===== src/hdl/tplm_pkg.sv =====
// ----------------------------------------------------------------------------
// tplm_pkg
// Shared types, constants and a helper function of the tree parameter masker.
// ----------------------------------------------------------------------------
package tplm_pkg;

    localparam int NUM_STREAMS = 4;

    localparam logic [1:0] STRM_U = 2'd0;
    localparam logic [1:0] STRM_Z = 2'd1;
    localparam logic [1:0] STRM_V = 2'd2;
    localparam logic [1:0] STRM_E = 2'd3;

    localparam int CFG_AW = 3;
    localparam int CFG_DW = 32;
    localparam int LEN_W  = 6;

    localparam logic [CFG_AW-1:0] CFG_SEED_U = 3'd0;
    localparam logic [CFG_AW-1:0] CFG_SEED_Z = 3'd1;
    localparam logic [CFG_AW-1:0] CFG_SEED_V = 3'd2;
    localparam logic [CFG_AW-1:0] CFG_SEED_E = 3'd3;
    localparam logic [CFG_AW-1:0] CFG_LEN_U  = 3'd4;
    localparam logic [CFG_AW-1:0] CFG_LEN_Z  = 3'd5;
    localparam logic [CFG_AW-1:0] CFG_LEN_V  = 3'd6;
    localparam logic [CFG_AW-1:0] CFG_LEN_E  = 3'd7;

    localparam logic [31:0] SEED_U_RST = 32'd12345;
    localparam logic [31:0] SEED_Z_RST = 32'd123;
    localparam logic [31:0] SEED_V_RST = 32'd123456;
    localparam logic [31:0] SEED_E_RST = 32'd1357;

    localparam logic [LEN_W-1:0] LEN_U_RST = 6'd40;
    localparam logic [LEN_W-1:0] LEN_Z_RST = 6'd32;
    localparam logic [LEN_W-1:0] LEN_V_RST = 6'd30;
    localparam logic [LEN_W-1:0] LEN_E_RST = 6'd30;

    localparam logic [31:0] LCG_MUL  = 32'd1664525;
    localparam logic [31:0] LCG_INC  = 32'd1013904223;
    // Two LCG steps folded into one affine map.
    localparam logic [31:0] LCG_MUL2 = 32'(64'(LCG_MUL) * 64'(LCG_MUL));
    localparam logic [31:0] LCG_INC2 = 32'(64'(LCG_MUL) * 64'(LCG_INC) + 64'(LCG_INC));

    localparam logic [63:0] LEAF_MARK = 64'hFFFF_FFFF_FFFF_CC58;

    localparam int Q_DEPTH = 2;
    localparam int Q_AW    = 1;

    typedef struct packed {
        logic               new_tree;
        logic signed [63:0] threshold_in;
        logic signed [63:0] weight_in;
    } t_in_item;

    typedef struct packed {
        logic signed [63:0] threshold_out;
        logic signed [63:0] weight_out;
        logic               node_is_leaf;
    } t_out_item;

    typedef struct packed {
        logic              we;
        logic [CFG_AW-1:0] addr;
        logic [CFG_DW-1:0] data;
    } t_cfg_wr;

    typedef struct packed {
        logic [63:0] thr;
        logic [63:0] wgt;
        logic [63:0] du;
        logic [63:0] dz;
        logic [63:0] dv;
        logic [63:0] de;
        logic        leaf;
    } t_q_entry;

    function automatic logic [63:0] lcg_draw(input logic [63:0] joined,
                                             input logic [LEN_W-1:0] len);
        logic [63:0] mask;
        logic [63:0] half;
        mask = ~({64{1'b1}} << len);
        half = (len == '0) ? 64'd0 : (64'd1 << (len - 6'd1));
        return (joined & mask) - half;
    endfunction

endpackage


===== src/hdl/tplm_back.sv =====
// ----------------------------------------------------------------------------
// tplm_back
// Applies the masks: a three-step 32x32 multiply for internal nodes and a
// single add for leaves, followed by the output register.
// ----------------------------------------------------------------------------
module tplm_back
    import tplm_pkg::*;
(
    input  logic      i_clk,
    input  logic      i_rst_n,
    input  logic      i_q_vld,
    input  t_q_entry  i_q_entry,
    output logic      o_q_pop,
    output logic      o_out_valid,
    output t_out_item o_out_data,
    input  logic      i_out_stall
);

    localparam logic [1:0] STEP_LL   = 2'd0;
    localparam logic [1:0] STEP_LH   = 2'd1;
    localparam logic [1:0] STEP_HL   = 2'd2;
    localparam logic [1:0] STEP_DONE = 2'd3;

    logic        r_busy;
    logic [1:0]  r_step;
    logic [63:0] r_acc;
    logic [63:0] r_a;
    logic [63:0] r_b;
    logic [63:0] r_wgt;
    logic        r_leaf;
    logic        r_out_vld;
    t_out_item   r_out;
    logic [31:0] w_ma;
    logic [31:0] w_mb;
    logic [63:0] w_prod;
    logic [63:0] w_addend;
    logic        w_done;

    assign o_q_pop = i_q_vld && !r_busy;
    assign w_done  = r_busy && (r_step == STEP_DONE) && (!r_out_vld || !i_out_stall);

    always_comb begin
        case (r_step)
            STEP_LL: begin
                w_ma = r_a[31:0];
                w_mb = r_b[31:0];
            end
            STEP_LH: begin
                w_ma = r_a[31:0];
                w_mb = r_b[63:32];
            end
            STEP_HL: begin
                w_ma = r_a[63:32];
                w_mb = r_b[31:0];
            end
            default: begin
                w_ma = 32'd0;
                w_mb = 32'd0;
            end
        endcase
        w_prod   = 64'(w_ma) * 64'(w_mb);
        w_addend = (r_step == STEP_LL) ? w_prod : {w_prod[31:0], 32'd0};
    end

    always_ff @(posedge i_clk) begin
        if (!i_rst_n) begin
            r_busy    <= 1'b0;
            r_step    <= STEP_LL;
            r_out_vld <= 1'b0;
        end else begin
            if (o_q_pop) begin
                r_busy <= 1'b1;
                r_step <= i_q_entry.leaf ? STEP_DONE : STEP_LL;
            end else if (w_done) begin
                r_busy <= 1'b0;
            end else if (r_busy && (r_step != STEP_DONE)) begin
                r_step <= r_step + 2'd1;
            end
            if (w_done) begin
                r_out_vld <= 1'b1;
            end else if (!i_out_stall) begin
                r_out_vld <= 1'b0;
            end
        end
    end

    always_ff @(posedge i_clk) begin
        if (o_q_pop) begin
            r_a    <= i_q_entry.du;
            r_b    <= i_q_entry.thr;
            r_wgt  <= i_q_entry.wgt;
            r_leaf <= i_q_entry.leaf;
            r_acc  <= i_q_entry.leaf ? (i_q_entry.wgt + i_q_entry.de)
                                     : (i_q_entry.dv + i_q_entry.dz);
        end else if (r_busy && (r_step != STEP_DONE)) begin
            r_acc <= r_acc + w_addend;
        end
        if (w_done) begin
            r_out.threshold_out <= r_leaf ? r_b : r_acc;
            r_out.weight_out    <= r_leaf ? r_acc : r_wgt;
            r_out.node_is_leaf  <= r_leaf;
        end
    end

    assign o_out_valid = r_out_vld;
    assign o_out_data  = r_out;

endmodule


===== config.mk =====
export PLATFORM = sky130hd
export DESIGN_NAME = tplm_back
export DESIGN_NICKNAME = d
export VERILOG_FILES = /design/src/hdl/tplm_pkg.sv /design/src/hdl/tplm_back.sv
export SDC_FILE = /design/constraint.sdc
export NUM_CORES = 2
export LEC_CHECK = 0
export BUFFER_PORTS_ARGS = -buffer_cell sky130_fd_sc_hd__buf_4
export CORE_MARGIN = 4
export CORE_UTILIZATION = 39
export DETAILED_ROUTE_END_ITERATION = 16
export GPL_ROUTABILITY_DRIVEN = 0
export HOLD_SLACK_MARGIN = 0.06
export PLACE_DENSITY_LB_ADDON = 0.3
export SETUP_SLACK_MARGIN = 0.5
export SLEW_MARGIN = 5
export SYNTH_ARGS = -nofsm -noshare
export SYNTH_HDL_FRONTEND = slang
export SYNTH_SLANG_ARGS = --single-unit
export TNS_END_PERCENT = 5

===== constraint.sdc =====
create_clock -name i_clk -period 12.1 [get_ports i_clk]
set_input_delay 2.42 -clock i_clk [delete_from_list [all_inputs] [get_ports i_clk]]
set_output_delay 2.42 -clock i_clk [all_outputs]
set_load 0.01 [all_outputs]

# ---- Yosys cells after proc, flatten, opt, wreduce, memory -nomap -nowiden
# Index checks and enable logic that the tools add are counted.
dict set report word_totals {
  out_inout_bits 131
  reg_bits 390
  word_cells 52
}
dict set report op_classes {
  mul 1
  eq_ne 6
  reduce_logical 14
  n_addsub 4
  mux 16
}
# operator n
set ops {}
lappend ops {{64-bit two-way mux} 6}
lappend ops {{64-bit adder} 3}
lappend ops {{32-bit case mux with 2 select lines} 2}
lappend ops {{32-bit by 32-bit multiplier with 64-bit output} 1}
lappend ops {{2-bit two-way mux} 4}
lappend ops {{2-bit == test (second input constant)} 2}
lappend ops {{1-bit logical AND} 4}
lappend ops {{1-bit two-way mux} 4}
lappend ops {{2-bit != test (second input constant)} 2}
lappend ops {{2-bit nonzero test} 2}
lappend ops {{2-bit OR reduction} 2}
lappend ops {{1-bit zero test} 3}
lappend ops {{2-bit by 1-bit adder with 2-bit output (second input constant)} 1}
lappend ops {{2-bit by 1-bit == test with 1-bit output (second input constant)} 1}
lappend ops {{2-bit zero test} 1}
lappend ops {{2-bit by 1-bit != test with 1-bit output (second input constant)} 1}
lappend ops {{2-bit AND reduction} 1}
lappend ops {{1-bit logical OR} 1}

# ---- Depth between registers and ports, before layout
dict set report depth {
  depth_word 8
  depth_mapped 50
  mapped_depth_nobuf 43
}

# ---- Worst setup path after synthesis
# No wires, ideal clock.
dict set report synth_path {
  kind {reg-to-reg}
  startpoint {register r_step[0]}
  endpoint {register r_acc[52] (data pin)}
  period_less_slack_ns 11.940
  setup_slack_ns 0.160
  path_stages_with_launch 45
  t_required_ns 11.579
  n_path_buf 7
  arrival_ns 11.419
  path_cell_list {dfxtp_1 > inv_1 > clkbuf_1 > clkbuf_1 > ha_1 > clkbuf_1 > or2_2 > clkbuf_1 > clkbuf_1 > a22oi_1 > clkbuf_1 > nor2_1 > fa_1 > fa_1 > inv_1 > fa_1 > fa_1 > inv_1 > [... 9 more ...] > nor4_1 > o31a_1 > o41ai_2 > o21ai_0 > xor2_1 > mux2_2 > ha_1 > a21oi_1 > o21ai_0 > a221o_1 > a221o_1 > nand2_1 > inv_1 > a2111oi_1 > nor2_1 > xor2_1 > o22ai_1 > a21oi_1}
}
dict set report synth_via {
  elab_chain_cells 8
  elab_cells_between_ends 12
  classes_between {1 x add/sub; 1 x mul; 2 x eq/ne; 5 x mux; 3 x reduce/logical}
}
# item line
set synth_rtl {}
lappend synth_rtl {{from (decl)} tplm_back.sv:25} ;# logic [1:0] r_step;
lappend synth_rtl {{from (signal assigned)} tplm_back.sv:73} ;# r_step <= i_q_entry.leaf ? STEP_DONE : STEP_LL;
lappend synth_rtl {{from (signal assigned)} tplm_back.sv:77} ;# r_step <= r_step + 2'd1;
lappend synth_rtl {{2-bit by 1-bit == test with 1-bit output (tied with other cells)} tplm_back.sv:43} ;# case (r_step)
lappend synth_rtl {{2-bit OR reduction (no line)} -}
lappend synth_rtl {{32-bit case mux with 2 select lines} tplm_back.sv:43}
lappend synth_rtl {{32-bit by 32-bit multiplier with 64-bit output} tplm_back.sv:61} ;# w_prod = 64'(w_ma) * 64'(w_mb);
lappend synth_rtl {{64-bit two-way mux (*)} tplm_back.sv:62} ;# w_addend = (r_step == STEP_LL) ? w_prod : {w_prod[31:0], 32'd0};
lappend synth_rtl {{64-bit adder (*)} tplm_back.sv:96} ;# r_acc <= r_acc + w_addend;
lappend synth_rtl {{64-bit two-way mux (*)} tplm_back.sv:95} ;# end else if (r_busy && (r_step != STEP_DONE)) begin
lappend synth_rtl {{64-bit two-way mux (*)} tplm_back.sv:88} ;# if (o_q_pop) begin
lappend synth_rtl {{to (signal assigned)} tplm_back.sv:93} ;# r_acc <= i_q_entry.leaf ? (i_q_entry.wgt + i_q_entry.de)
lappend synth_rtl {{to (signal assigned)} tplm_back.sv:96}
lappend synth_rtl {{to (decl)} tplm_back.sv:26} ;# logic [63:0] r_acc;
# Every way passes the cells marked *; elsewhere a longest branch is shown, timed or not. The select of a mux whose other input is x is not followed.
# A chain may end at the register's enable or synchronous reset.

# ---- Worst setup path after layout
dict set report layout_path {
  startpoint {register r_step[1]}
  endpoint {register r_acc[57] (data pin)}
}
# Same word-level chain as after synthesis.

==> results.ini <==
[routing]
first_pass_iters=7
via_count=49880
drc=0
met2_length_um=100600
met1_length_um=88010
routed_wl_um=226200
vias_per_cell=5.609
wl_met3_um=23310
antenna_left=0
routedWlPerCell_um=25.44
highest_layer=met5
drt_iter0_markers=5355

[die]
core_area_mm2=0.1501
ioPinCount=520
initial_core_util=0.3931
die_area_mm2=0.1576
dieWidth_um=397.0
chipHeight_um=397.0
rows=142

[global_routing]
grt_pass1_wl_um=329700
antenna_found_initial=5
grt_overflow_total=0
grt_usage=0.2804
grt_pass1_vias=51020
grt_max_degree=130

[min_path]
holdCritPathClass=reg -> reg

[cells_and_area]
drive_above_1_share=0.1748
fill_cells=14190
nets=8587
synthToLayoutAreaGrowth_pct=17.12

[worst_setup_path]
crit_arrival_ps=11850
critPathBufInv=9
cp_top_family=adder cells
crit_fanout=10
cp_slowest_cell=fa_1
max_stage_delay_ps=560
path_class=reg -> reg
cpMostUsedCell=fa_1
worstSetupStartpointType=flop
end_kind=flop
critPathRequiredTime_ps=12430

[sta]
final.min_clock_period_ps=11520
period_share=0.9518
clock.fmax_ghz=0.08683
grt_setup_unrepaired=true
fin_tns_setup_ps=0
hold_violations=0
holdWs_ps=518.5
relSlewSlack=0.2184
slew_viol_final=0
tightest_slew_ps=1172
finalClockSkew_ps=44.48
setup_violations=0

[cts]
insertion_delay_ps=650
cts.sinks=390
clockBufferDepth=3
path_clk_slew_ps=60
clock-root-buffer=clkbuf_16
cts_tree=yes
hold_buffers=0
cts_buffers=46
htree_levels=2

[logic_synthesis]
synth_cells=6327
ys.flop_type=edfxtp_1
ys_ff_latch=390
yosysSeqAreaShare=0.1977
yosysWarnings=0
synth_area_mm2=0.05902
synth_cell_type_count=86
syn_area_per_cell_um2=9.329
synth_edf_count=386
syn_nets=8076
async_flop_share=0

[placed_design]
hpwl_um=187500
io_buffers=519

[run_status]
status=complete, no violations

[run]
drv_cap=0

==> timing repair <==
action                     4_1_cts  5_1_grt
setup endpoints to repair       17       23
pin swaps                        6       47
gates cloned                     1        8
gates resized for setup         26      132
setup buffers                    6       42
==> cells in the mapped netlist, drive strengths merged, types with 21 or more instances <==
master  number  area (um2)
or3         23       143.9
a21oi      301        1506
a22o        32       280.3
nand3       55       275.3
nor2       778        2920
a22oi       66       495.5
nand2b      40       250.2
clkbuf     314        1179
xor2        92       805.8
nand2      675        2534
buf         21       85.08
inv        901        3382
nor3        44       220.2
nand4       60       375.4
mux2i       21       210.2
nor2b       32       200.2
ha         461        5768
o21a        28       210.2
a31oi       36       231.5
o21ai      178       890.9
xnor2      126        1104
or2         37       231.5
and3        29       181.4
fa         899       18000
o211ai      31       242.7
o31ai       26       200.2
and2        48       300.3
o21bai      47       352.8
a211oi      46       345.3
mux2       143        1610
edfxtp     386       11590
a21o       171        1284
==> registers in the layout, indices dropped and copies added (netlist names) <==
signal,cells
r_busy,1
r_step,2
o_out_valid,1
r_acc,64
r_a,64
r_b,64
r_wgt,64
r_leaf,1
o_out_data,129
==> metrics by stage <==
stage	utilization	worst slack [ps]	instances	cell area, um2
floorplan	-	459.7	6327	59080
global placement	0.4415	138.5	8749	66280
detailed placement	0.4415	96.35	8749	66280
CTS	0.4533	396.1	8838	68050
global route	0.4604	314.1	8890	69120
finish	0.4605	583.2	8893	69130
==> final cells by class <==
cell class	count	area, um2	area share
clock buffer	51	1170	0.01692
antenna	5	12.51	0.0001810
sequential	390	11680	0.1689
multi-input combinational	4700	43390	0.6276
inverter	902	3393	0.04908
tap	2016	2522	0.03649
clock inverter	31	406.6	0.005882
timing repair buffer	798	6560	0.09489
==> cell families (layout without fill, tap and decap cells) <==
| family | after synthesis | count (layout) | synth area share |
|---|---|---|---|
| compound gates | 1093 | 1093 | 0.1226 |
| xor+xnor | 218 | 218 | 0.03235 |
| fa+ha+maj | 1360 | 1360 | 0.4026 |
| buf+inv | 1237 | 1782 | 0.07877 |
| flops | 390 | 390 | 0.1977 |
| mux | 164 | 164 | 0.03084 |
| other cells | 0 | 5 | 0 |
| simple gates | 1865 | 1865 | 0.1350 |
==> worst reg2reg max path, delay by kind of cell (launching register included) <==
| kind | cells | cell delay, ps |
|---|---|---|
| compound gates | 13 | 2960 |
| xor+xnor | 2 | 290 |
| fa+ha+maj | 11 | 4780 |
| buf+inv | 9 | 1090 |
| flops | 1 | 340 |
| mux | 1 | 270 |
| simple gates | 7 | 1530 |
==> layer usage <==
| layer | vias to the layer above | track usage |
|---|---|---|
| met1 | 24650 | 0.3656 |
| met5 | - | 0 |
| li1 | 21850 | - |
| met2 | 2866 | 0.4400 |
| met3 | 517 | 0.06439 |
| met4 | 2 | 0.1375 |
==> cell usage in the layout, fill, tap and decap left out, types with 21 or more instances in the layout <==
cell,count
a211oi_1,43
a21o_1,171
a21oi_1,288
a22oi_1,44
a22oi_2,22
a31oi_1,33
and2_1,45
and3_1,29
buf_12,27
buf_4,754
clkbuf_16,54
edfxtp_1,386
fa_1,889
ha_1,445
inv_1,898
mux2_2,143
mux2i_1,21
nand2_1,674
nand2b_1,38
nand3_1,54
nand4_1,60
nor2_1,768
nor2b_1,30
nor3_1,43
o211ai_1,29
o21a_1,28
o21ai_0,167
o21bai_1,47
o31ai_1,25
or2_2,32
or3_1,22
xnor2_1,122
xor2_1,92
==> path summary, 6_finish.rpt <==
| kind | startpoint | end | slack [ps] | depth (start not counted) |
|---|---|---|---|---|
| max | r_step[1]$_SDFFE_PN0P_ | r_acc[57]$_DFFE_PP_ | 580 | 43 |
| min | r_step[0]$_SDFFE_PN0P_ | r_step[0]$_SDFFE_PN0P_ | 520 | 1 |
| max reg2reg | r_step[1]$_SDFFE_PN0P_ | r_acc[57]$_DFFE_PP_ | 580 | 43 |
| min reg2reg | r_step[0]$_SDFFE_PN0P_ | r_step[0]$_SDFFE_PN0P_ | 520 | 1 |
Power is not shown: default switching activity piles up to over one toggle a cycle in this logic, so the estimate is an artifact.
