## config.mk

```make
export PLATFORM = sky130hd
export DESIGN_NAME = tplm_fifo
export DESIGN_NICKNAME = d
export VERILOG_FILES = /design/src/hdl/tplm_pkg.sv /design/src/hdl/tplm_fifo.sv
export SDC_FILE = /design/constraint.sdc
export NUM_CORES = 1
export LEC_CHECK = 0
export CAP_MARGIN = 20
export CORE_AREA = 2 2 299 301
export DETAILED_ROUTE_END_ITERATION = 10
export DIE_AREA = 0 0 301 303
export DONT_BUFFER_PORTS = 1
export PLACE_DENSITY = 0.46
export SKIP_LAST_GASP = 1
export SLEW_MARGIN = 0
export SYNTH_ARGS = -nofsm -noshare
export SYNTH_HDL_FRONTEND = slang
export SYNTH_SLANG_ARGS = --single-unit
```

## constraint.sdc

```tcl
create_clock -name i_clk -period 23.9 [get_ports i_clk]
set_input_delay 1.195 -clock i_clk [delete_from_list [all_inputs] [get_ports i_clk]]
set_output_delay 1.195 -clock i_clk [all_outputs]
set_load 0.005 [all_outputs]
```

## src/hdl/tplm_pkg.sv

```systemverilog
// ----------------------------------------------------------------------------
// tplm_pkg
// Shared types, constants and a helper function of the tree parameter masker.
// ----------------------------------------------------------------------------
package tplm_pkg;

    localparam int NUM_STREAMS = 4;

    localparam logic [1:0] STRM_U = 2'd0;
    localparam logic [1:0] STRM_Z = 2'd1;
    localparam logic [1:0] STRM_V = 2'd2;
    localparam logic [1:0] STRM_E = 2'd3;

    localparam int CFG_AW = 3;
    localparam int CFG_DW = 32;
    localparam int LEN_W  = 6;

    localparam logic [CFG_AW-1:0] CFG_SEED_U = 3'd0;
    localparam logic [CFG_AW-1:0] CFG_SEED_Z = 3'd1;
    localparam logic [CFG_AW-1:0] CFG_SEED_V = 3'd2;
    localparam logic [CFG_AW-1:0] CFG_SEED_E = 3'd3;
    localparam logic [CFG_AW-1:0] CFG_LEN_U  = 3'd4;
    localparam logic [CFG_AW-1:0] CFG_LEN_Z  = 3'd5;
    localparam logic [CFG_AW-1:0] CFG_LEN_V  = 3'd6;
    localparam logic [CFG_AW-1:0] CFG_LEN_E  = 3'd7;

    localparam logic [31:0] SEED_U_RST = 32'd12345;
    localparam logic [31:0] SEED_Z_RST = 32'd123;
    localparam logic [31:0] SEED_V_RST = 32'd123456;
    localparam logic [31:0] SEED_E_RST = 32'd1357;

    localparam logic [LEN_W-1:0] LEN_U_RST = 6'd40;
    localparam logic [LEN_W-1:0] LEN_Z_RST = 6'd32;
    localparam logic [LEN_W-1:0] LEN_V_RST = 6'd30;
    localparam logic [LEN_W-1:0] LEN_E_RST = 6'd30;

    localparam logic [31:0] LCG_MUL  = 32'd1664525;
    localparam logic [31:0] LCG_INC  = 32'd1013904223;
    // Two LCG steps folded into one affine map.
    localparam logic [31:0] LCG_MUL2 = 32'(64'(LCG_MUL) * 64'(LCG_MUL));
    localparam logic [31:0] LCG_INC2 = 32'(64'(LCG_MUL) * 64'(LCG_INC) + 64'(LCG_INC));

    localparam logic [63:0] LEAF_MARK = 64'hFFFF_FFFF_FFFF_CC58;

    localparam int Q_DEPTH = 2;
    localparam int Q_AW    = 1;

    typedef struct packed {
        logic               new_tree;
        logic signed [63:0] threshold_in;
        logic signed [63:0] weight_in;
    } t_in_item;

    typedef struct packed {
        logic signed [63:0] threshold_out;
        logic signed [63:0] weight_out;
        logic               node_is_leaf;
    } t_out_item;

    typedef struct packed {
        logic              we;
        logic [CFG_AW-1:0] addr;
        logic [CFG_DW-1:0] data;
    } t_cfg_wr;

    typedef struct packed {
        logic [63:0] thr;
        logic [63:0] wgt;
        logic [63:0] du;
        logic [63:0] dz;
        logic [63:0] dv;
        logic [63:0] de;
        logic        leaf;
    } t_q_entry;

    function automatic logic [63:0] lcg_draw(input logic [63:0] joined,
                                             input logic [LEN_W-1:0] len);
        logic [63:0] mask;
        logic [63:0] half;
        mask = ~({64{1'b1}} << len);
        half = (len == '0) ? 64'd0 : (64'd1 << (len - 6'd1));
        return (joined & mask) - half;
    endfunction

endpackage

```

## src/hdl/tplm_fifo.sv

```systemverilog
// ----------------------------------------------------------------------------
// tplm_fifo
// Short queue that decouples the draw front end from the masking back end.
// ----------------------------------------------------------------------------
module tplm_fifo
    import tplm_pkg::*;
(
    input  logic     i_clk,
    input  logic     i_rst_n,
    input  logic     i_push,
    input  t_q_entry i_entry,
    output logic     o_full,
    output logic     o_vld,
    output t_q_entry o_entry,
    input  logic     i_pop
);

    t_q_entry        r_mem [Q_DEPTH];
    logic [Q_AW-1:0] r_wr_ptr;
    logic [Q_AW-1:0] r_rd_ptr;
    logic [Q_AW:0]   r_count;

    assign o_full  = (r_count == (Q_AW+1)'(Q_DEPTH));
    assign o_vld   = (r_count != '0);
    assign o_entry = r_mem[r_rd_ptr];

    always_ff @(posedge i_clk) begin
        if (!i_rst_n) begin
            r_wr_ptr <= '0;
            r_rd_ptr <= '0;
            r_count  <= '0;
        end else begin
            if (i_push) begin
                r_wr_ptr <= r_wr_ptr + 1'b1;
            end
            if (i_pop) begin
                r_rd_ptr <= r_rd_ptr + 1'b1;
            end
            if (i_push && !i_pop) begin
                r_count <= r_count + 1'b1;
            end else if (i_pop && !i_push) begin
                r_count <= r_count - 1'b1;
            end
        end
    end

    always_ff @(posedge i_clk) begin
        if (i_push) begin
            r_mem[r_wr_ptr] <= i_entry;
        end
    end

endmodule

```

# Word-level counts from Yosys, hierarchy flattened
# Memory sizes are Yosys's and may differ from the RTL's. A register that Yosys moved wholly into a read port is not among the register bits.
# Index checks and enable logic that the tools add are counted.
[word_totals] reg_bits=4 mem_count=1 ramBits=770 word_cells=21 romBits=0 out_inout_bits=387 in_bits=389 latch_bits=0
[classes] n_eq_ne=1 multipliers=0 div_mod_pow=0 shift=0 n_addsub=4 n_reduce_logical=6 n_lt_le_gt_ge=0 n_mux=6 n_bitwise=0
[mem_list] memory="r_mem" words=2 word_bits=385 rd=1 rd_clocked_by_memory_dff=1 wr=1 line="tplm_fifo.sv:18" source="t_q_entry r_mem [Q_DEPTH];"
[ops] op="two-way mux 1 bit" count=4
[ops] op="two-way mux 2 bit" count=2
[ops] op="nonzero test 2 bit" count=2
[ops] op="adder 1 bit (second input constant)" count=2
[ops] op="adder 2 x 1 -> 2 bit (second input constant)" count=1
[ops] op="== test 2 bit (second input constant)" count=1
[ops] op="logical AND 1 bit" count=2
[ops] op="logical NOT 1 bit" count=2
[ops] op="subtractor 2 x 1 -> 2 bit (second input constant)" count=1

# Longest topological paths before layout
# Gate-level depths: netlist of the first run.
[logic_depth] word_depth=4 ltp_mapped=5 depth_no_buf=5

# Least setup slack after synthesis of the first run
# Ideal clock, no wire load.
[synth_timing] path_kind="input port to flip-flop" from="in i_push" to="reg r_wr_ptr" n_path_buf=0 path_slack_ns=4.830 required_ns=23.763 setup_time_ns=0.137 path_stages=2 arrival_time_ns=18.933 cell_sequence="nor2b_1 > o21a_1"
[synth_lines] item="start: declaration" line="tplm_fifo.sv:10" source="input logic i_push,"
[synth_lines] item="end signal: assignment" line="tplm_fifo.sv:34" source="r_wr_ptr <= r_wr_ptr + 1'b1;"
[synth_lines] item="end: declaration" line="tplm_fifo.sv:19" source="logic [Q_AW-1:0] r_wr_ptr;"

==> impl_metrics.yaml, run 1 <==
outcome:
  outcome: "completed"
route:
  drc_errors: 0
  routedWlPerCell_microns: 25.23
  routed_wl_microns: 63390
  dr.pass1.iters: 4
  vias: 11500
  ant_nets: 0
  viasPerCell: 4.575
  drtIter0Drc: 609
global_route:
  grt_max_degree: 157
  antenna_found_initial: 2
  grt_pass1_wl_microns: 86210
  grtUsageTotal_pct: 13.16
  grt.overflow.total: 0
  grt_pass1_vias: 12110
sta:
  finalHoldViolCount: 0
  fin_tns_setup_ns: 0
  tightest_slew_ns: 1.091
  layout_min_cycle_time_ns: 5.147
  fin_crit_sh_pct: 21.53
  skew_ns: 0.02368
  fmax_ghz: 0.1943
  slew_headroom_pct: 27.24
  rsz0062_at_grt: "no"
  drv_slew: 0
  setup_viol: 0
worst_hold_path:
  hp-class: "reg -> reg"
critical_path:
  path_max_fanout: 78
  start_kind: "flip-flop"
  worst_ep_required_time_ns: 22.71
  arrival_ns: 3.95
  cp-end-kind: "output port"
  path_class: "reg -> out"
job:
  max_cap_violations: 0
yosys:
  ys_types: 18
  yosysSeqAreaShare_pct: 82.19
  synth.avg_cell_area_sq_um: 23.16
  syn_inst: 1220
  yosysWarnings: 0
  ys.flop_type: "edfxtp_1"
  synth_edf_count: 770
  async_flop_share_pct: 0
  ys_seq_elements: 775
  syn_area_sq_um: 28250
  synthesis.nets: 1610
layout:
  area_delta_synth_final_pct: 13.55
  final_common_cell: "edfxtp_1"
  layout.nets: 1667
  fin_area_sq_um: 32080
  post_layout_nonfiller_instances: 2513
  mostFrequentLayoutCells: "edfxtp_1 (770), mux2_2 (353), clkbuf_16 (87)"
  drive_above_1_share_pct: 38.69
cts:
  cts-htree-levels: 3
  hold_buffers: 0
  max-clock-path-buffers: 3
  ctsRootBufferMaster: "clkbuf_16"
  cts_setup_buffers: 0
  path_clk_slew_ns: 0.05
  cts_resized: 0
  clk-insertion-delay-late_ns: 0.63
  cts_tree: "built"
  cts_buffers: 83
  clock-sinks: 775
placement:
  gp_congestion: 0.7390
  dp_hpwl_microns: 43520
  place_inst: 2357
  placed_cell_area_sq_um: 29390
  io_buffers: 0
die:
  die_w_microns: 301
  core_sq_um: 87970
  dieArea_sq_um: 91200
  start_util_pct: 32.12
  row_count: 109
  io_pins: 776
  die_h_microns: 303
power_and_ir_drop:
  p_per_area_nw_per_um2: 94.48
  ir_drop_mv: 0.06298
  p_leak_uw: 0.01028
report_power, final:
part / switching (uW) / internal [uW] / leakage (uW)
sequential: 18.0 / 1570 / 0.00727
clock: 496 / 752 / 0.00132
combinational: 113 / 77.2 / 0.00169
total: 627 / 2400 / 0.0103
cell families (layout without fill, tap and decap cells):
| group | Yosys count | after routing | share of synthesized area (%) |
|---|---|---|---|
| AO/OA/AOI/OAI | 3 | 3 | 0.07086 |
| other | 0 | 4 | 0 |
| adder cells (fa/ha/maj) | 1 | 1 | 0.04428 |
| multiplexers | 385 | 385 | 15.74 |
| AND/OR/NAND/NOR | 9 | 9 | 0.1993 |
| flip-flops | 775 | 775 | 82.19 |
| buffers and inverters | 44 | 168 | 1.661 |
| XOR/XNOR | 3 | 3 | 0.09301 |
area by class of cell:
cell class	instances	area (sq um)
Multi-Input combinational cell	401	4573
Clock buffer	104	2251
Tap cell	1165	1458
Sequential cell	775	23230
Clock inverter	48	435.4
Timing Repair Buffer	15	125.1
Antenna cell	4	10.01
Fill cell	8050	55880
Inverter	1	3.754
stage by stage:
step	utilization (%)	total power (uW)	worst slack, ns	hold slack, ns
detailed placement	33.41	1818	19.03	0.5046
global route	36.47	3142	18.45	0.5406
global placement	33.41	1816	19.08	0.5053
finish	36.47	3031	18.75	0.5054
CTS	36.46	3079	18.64	0.5116
floorplan	-	1801	4.830	0.4678
sequential cells by signal (all words and copies together) (netlist names), named ones only:
| register | flops |
|---|---|
| r_rd_ptr | 1 |
| r_wr_ptr | 1 |
| r_mem | 770 |
| r_count | 2 |
layer usage:
| metal | vias to the layer above | part of all wire (%) | GRT usage, % |
|---|---|---|---|
| li1 | 5018 | - | - |
| met1 | 5879 | 31 | 11.82 |
| met2 | 498 | 54 | 24.19 |
| met3 | 101 | 12 | 7.741 |
| met4 | 0 | 2.8 | 4.667 |
| met5 | - | 0 | 0 |
critical path, stage by stage, from the launching register on:
cell and delay, ns:
dfxtp_4 0.84, buf_4 0.87, buf_4 0.93, mux2_2 0.47
synth_stat cells (2+ instances only):
library cell | number | area [sq um]
edfxtp_1 | 770 | 23120
mux2_2 | 353 | 3975
buf_6 | 40 | 450.4
mux2_4 | 30 | 450.4
dfxtp_1 | 5 | 100.1
and2_1 | 4 | 25.02
buf_2 | 3 | 15.01
nor2b_1 | 3 | 18.77
mux2_1 | 2 | 22.52
xor2_1 | 2 | 17.52
final timing paths:
path               from       endpoint  slack [ns]  cells past startpoint
max           flip-flop   o_entry[193]       18.75                      3
min          r_count[1]     r_count[1]        0.51                      2
max reg2reg    r_wr_ptr  r_mem[1][183]       19.89                      4
min reg2reg  r_count[1]     r_count[1]        0.51                      2
Power figures use the tool's default switching activity.
==> inputs of run 2 (changes only) <==
--- a/config.mk
+++ b/config.mk
@@ -10,7 +10,7 @@
 export DETAILED_ROUTE_END_ITERATION = 10
 export DIE_AREA = 0 0 301 303
 export DONT_BUFFER_PORTS = 1
-export PLACE_DENSITY = 0.46
+export PLACE_DENSITY = 0.47
 export SKIP_LAST_GASP = 1
 export SLEW_MARGIN = 0
 export SYNTH_ARGS = -nofsm -noshare
==> constraint.sdc (replaced) <==
create_clock -name i_clk -period 4.56 [get_ports i_clk]
set_input_delay 0.228 -clock i_clk [delete_from_list [all_inputs] [get_ports i_clk]]
set_output_delay 0.228 -clock i_clk [all_outputs]
set_load 0.005 [all_outputs]
==> impl_metrics.yaml, run 2 (synthesis gave the netlist of run 1 again) <==
critical_path:
  reg2reg_to: "r_mem[1][282]"
  crit_chain: "buf_12 -> mux2_1"
  start_kind: "flip-flop"
  slowest_stage: "dfxtp_4"
  cp-end-kind: "output port"
  path_class: "reg -> out"
  reg2reg_slack_ns: 2.44
  crit_path_end: "o_entry[45]"
  arrival_ns: 2.49
  worstRegToRegCells: 2
  path_max_fanout: 74
  max_stage_delay_ns: 0.87
  worst_ep_required_time_ns: 4.33
  timing.rr.start: "r_wr_ptr"
sta:
  slew_headroom_pct: 33.57
  fmax_ghz: 0.3682
  setup_viol: 0
  tightest_slew_ns: 0.9965
  fin_crit_sh_pct: 59.56
  fin_tns_setup_ns: 0
  finalHoldViolCount: 0
  rsz0062_at_grt: "no"
  skew_ns: 0.01541
  holdWs_ns: 0.2474
  drv_slew: 0
  layout_min_cycle_time_ns: 2.716
power_and_ir_drop:
  ir_drop_mv: 0.2867
  power_switching_uw: 3542
  internal_power_uw: 12800
  swShare_pct: 21.68
  power_frac_seq_pct: 51.1
  p_leak_uw: 0.01198
  clkPwrFrac_pct: 40.4
  p_comb_share_pct: 8.5
  p_per_area_nw_per_um2: 451.5
placement:
  io_buffers: 0
  gp_congestion: 0.8619
  dp_hpwl_microns: 47610
  placed_cell_area_sq_um: 29600
global_route:
  grt_max_degree: 120
  grtUsageTotal_pct: 14.58
  grt_pass1_vias: 14310
  grt.overflow.total: 0
  grt_pass1_wl_microns: 97060
  antenna_found_initial: 2
layout:
  layout.nets: 2069
  fin_area_sq_um: 36190
  mostFrequentLayoutCells: "edfxtp_1 (770), dlygate4sd3_1 (389), mux2_2 (353)"
  top_regs: "r_mem x770, r_count x2"
  largest-register: "r_mem"
  final_common_cell: "edfxtp_1"
  area_delta_synth_final_pct: 28.08
  largest_reg_flops: 770
  drive_above_1_share_pct: 30.83
route:
  routed_wl_microns: 69400
  vias: 13300
  drtIter0Drc: 712
  drc_errors: 0
  viasPerCell: 4.567
  dr.pass1.iters: 6
  ant_nets: 0
  routedWlPerCell_microns: 23.83
cts:
  cts-htree-levels: 3
  max-clock-path-buffers: 3
  cts_buffers: 82
  clk-insertion-delay-late_ns: 0.63
  cts_resized: 0
  cts_setup_buffers: 0
  cts_tree: "built"
  path_clk_slew_ns: 0.06
  clock-sinks: 775
  ctsRootBufferMaster: "clkbuf_16"
die:
  die_h_microns: 303
  core_sq_um: 87970
  io_pins: 776
  row_count: 109
  dieArea_sq_um: 91200
  start_util_pct: 32.12
  die_w_microns: 301
worst_hold_path:
  hp-class: "in -> reg"
job:
  max_cap_violations: 0
outcome:
  outcome: "completed"
-- run 2: layout make-up --
cell class | count | area [sq um]
Sequential cell | 775 | 23230
Clock buffer | 99 | 2158
Antenna cell | 2 | 5.005
Timing Repair Buffer | 418 | 4237
Tap cell | 1165 | 1458
Inverter | 1 | 3.754
Clock inverter | 51 | 528.0
Multi-Input combinational cell | 401 | 4573
Fill cell | 7821 | 51780
-- run 2: timing repair --
item / in CTS / in global routing
hold buffers: 389 / 0
endpoints found under the hold margin: 784 / 0
setup endpoints to repair: 0 / 0
-- run 2: per-layer routing --
metal	vias to the layer above	GRT usage [%]	routed length, microns
li1	5813	-	-
met1	6828	15.37	24310
met2	544	26.45	37290
met3	115	4.869	5559
met4	0	6.278	2240
met5	-	0	0
-- run 2: power by group through the flow --
stage	combinational (uW)	clock [uW]	sequential (uW)
6_report	1390	6600	8350
5_1_grt	1490	7060	8380
2_1_floorplan	801	0	8510
3_3_place_gp	1080	0	8490
3_5_place_dp	1080	0	8500
4_1_cts	1430	6800	8350
-- run 2: through the flow --
| step | util (%) | cells | setup WS [ns] | power, uW |
|---|---|---|---|---|
| after floorplan | - | 1220 | -1.876 | 9312 |
| after global placement | 33.65 | 2371 | 2.435 | 9568 |
| after detailed placement | 33.65 | 2371 | 2.429 | 9582 |
| after CTS | 41.14 | 2910 | 1.724 | 16580 |
| after global routing | 41.14 | 2912 | 1.679 | 16930 |
| final | 41.14 | 2912 | 1.844 | 16340 |
-- run 2: how the worst min path moves through the flow --
stage | start | endpoint | cells after the start
2_1_floorplan | i_entry[0] | r_mem[0][0] | 0
3_3_place_gp | i_entry[256] | r_mem[1][256] | 0
3_5_place_dp | i_entry[108] | r_mem[0][108] | 0
4_1_cts | i_entry[302] | r_mem[1][302] | 1
5_1_grt | i_entry[53] | r_mem[0][53] | 1
6_report | i_entry[252] | r_mem[0][252] | 1
-- run 2: worst max-delay path: cells and delay by family, from the launching register on --
family / cells / cell delay [ns]
flops: 1 / 0.87
buf+inv: 1 / 0.42
mux: 1 / 0.45
==> inputs of run 3 (changes only) <==
--- a/config.mk
+++ b/config.mk
@@ -10,7 +10,7 @@
 export DETAILED_ROUTE_END_ITERATION = 10
 export DIE_AREA = 0 0 301 303
 export DONT_BUFFER_PORTS = 1
-export PLACE_DENSITY = 0.47
+export PLACE_DENSITY = 0.46
 export SKIP_LAST_GASP = 1
 export SLEW_MARGIN = 0
 export SYNTH_ARGS = -nofsm -noshare
==> constraint.sdc (replaced) <==
create_clock -name i_clk -period 2.85 [get_ports i_clk]
set_input_delay 0.1425 -clock i_clk [delete_from_list [all_inputs] [get_ports i_clk]]
set_output_delay 0.1425 -clock i_clk [all_outputs]
set_load 0.005 [all_outputs]
==> impl_metrics.yaml, run 3 (synthesis gave the netlist of run 1 again) <==
outcome:
  outcome: "completed"
cts:
  clk-insertion-delay-late_ns: 0.63
  ctsRootBufferMaster: "clkbuf_16"
  clock-sinks: 775
  cts_resized: 0
  cts-htree-levels: 3
  cts_buffers: 84
  max-clock-path-buffers: 3
  path_clk_slew_ns: 0.06
  hold_buffers: 390
  cts_tree: "built"
  cts_setup_buffers: 0
global_route:
  grt_pass1_vias: 14250
  grt.overflow.total: 0
  grt_max_degree: 102
  grtUsageTotal_pct: 13.91
  antenna_found_initial: 4
  grt_pass1_wl_microns: 92730
layout:
  fillers: 7828
  layout.nets: 2084
  final_common_cell: "edfxtp_1"
  mostFrequentLayoutCells: "edfxtp_1 (770), dlygate4sd3_1 (390), mux2_2 (353)"
  largest_reg_flops: 770
  regArea_sq_um: 23230
  multi_input_area_sq_um: 4573
  drive_above_1_share_pct: 30.68
  area_delta_synth_final_pct: 28.20
  top_regs: "r_mem x770, r_count x2"
  fin_area_sq_um: 36220
  largest-register: "r_mem"
sta:
  skew_ns: 0.02230
  fmax_ghz: 0.4102
  holdWs_ns: 0.1571
  drv_slew: 0
  tightest_slew_ns: 0.6330
  fin_crit_sh_pct: 85.53
  setup_viol: 0
  finalHoldViolCount: 0
  layout_min_cycle_time_ns: 2.438
  slew_headroom_pct: 57.80
  rsz0062_at_grt: "no"
critical_path:
  path_max_fanout: 33
  cp-end-kind: "output port"
  arrival_ns: 2.30
  reg2reg_slack_ns: 1.08
  worst_ep_required_time_ns: 2.71
  start_kind: "flip-flop"
  path_class: "reg -> out"
die:
  core_sq_um: 87970
  die_h_microns: 303
  die_w_microns: 301
  dieArea_sq_um: 91200
  row_count: 109
  io_pins: 776
  start_util_pct: 32.12
power_and_ir_drop:
  p_leak_uw: 0.01202
  ir_drop_mv: 0.5202
  p_per_area_nw_per_um2: 711.5
route:
  vias: 13150
  viasPerCell: 4.495
  routedWlPerCell_microns: 22.79
  drtIter0Drc: 658
  drc_errors: 0
  routed_wl_microns: 66680
  ant_nets: 0
  dr.pass1.iters: 7
job:
  max_cap_violations: 0
placement:
  io_buffers: 0
  dp_hpwl_microns: 46330
  placed_cell_area_sq_um: 29710
  gp_congestion: 0.8057
worst_hold_path:
  hp-class: "in -> reg"
## run 3: cell count changes in the layout (fill, tap and decap cells not counted)
cell           delta
clkinv_8          -3
clkinv_4          +2
bufinv_16         -5
clkinvlp_4        -3
dlygate4sd3_1     +1
clkbuf_1          +6
clkinv_2          -5
clkbuf_16         +5
clkinv_1          +4
buf_12            +1
buf_4            +11
inv_6             -2
diode_2           +2
## run 3: power breakdown
group          total (uW)  internal (uW)  switching [uW]
clock network       10200           6030            4180
logic                2230           1060            1170
registers           13300          13200             141
## run 3: metrics by stage
step | power (uW) | worst slack (ns) | TNS [ns] | utilization [%] | instances
6_report | 25770 | 0.4124 | 0 | 41.18 | 2926
5_1_grt | 26700 | 0.2680 | 0 | 41.18 | 2925
4_1_cts | 26150 | 0.3049 | 0 | 41.17 | 2922
3_5_place_dp | 15310 | 1.020 | 0 | 33.77 | 2383
3_3_place_gp | 15290 | 1.049 | 0 | 33.77 | 2383
2_1_floorplan | 14900 | -3.586 | -2406.38 | - | 1220
## run 3: path summary, 6_finish.rpt
path / from / end / cells past startpoint
max: flip-flop / o_entry[200] / 2
min: i_entry[269] / r_mem[1][269] / 1
max reg2reg: r_wr_ptr / r_mem[0][253] / 3
min reg2reg: r_count[1] / r_count[1] / 2
## run 3: area by class of cell
type	instances	share of cell area, %
diodes	4	0.02763
clock buffers	110	6.366
clock inverters	39	0.8186
inverters	1	0.01036
multi-input cells	401	12.62
flip-flops and latches	775	64.12
well taps	1165	4.024
repair buffers	431	12.01
## run 3: routing by layer
layer | vias to the layer above | track usage (%) | routed length (microns)
li1 | 5833 | - | -
met1 | 6669 | 13.90 | 22590
met2 | 528 | 25.68 | 36290
met3 | 121 | 5.285 | 5530
met4 | 0 | 5.875 | 2268
met5 | - | 0 | 0
## run 3: critical path, stage by stage (launching register included)
cell     delay, ns
dfxtp_4       0.67
buf_4         0.51
mux2_2        0.42
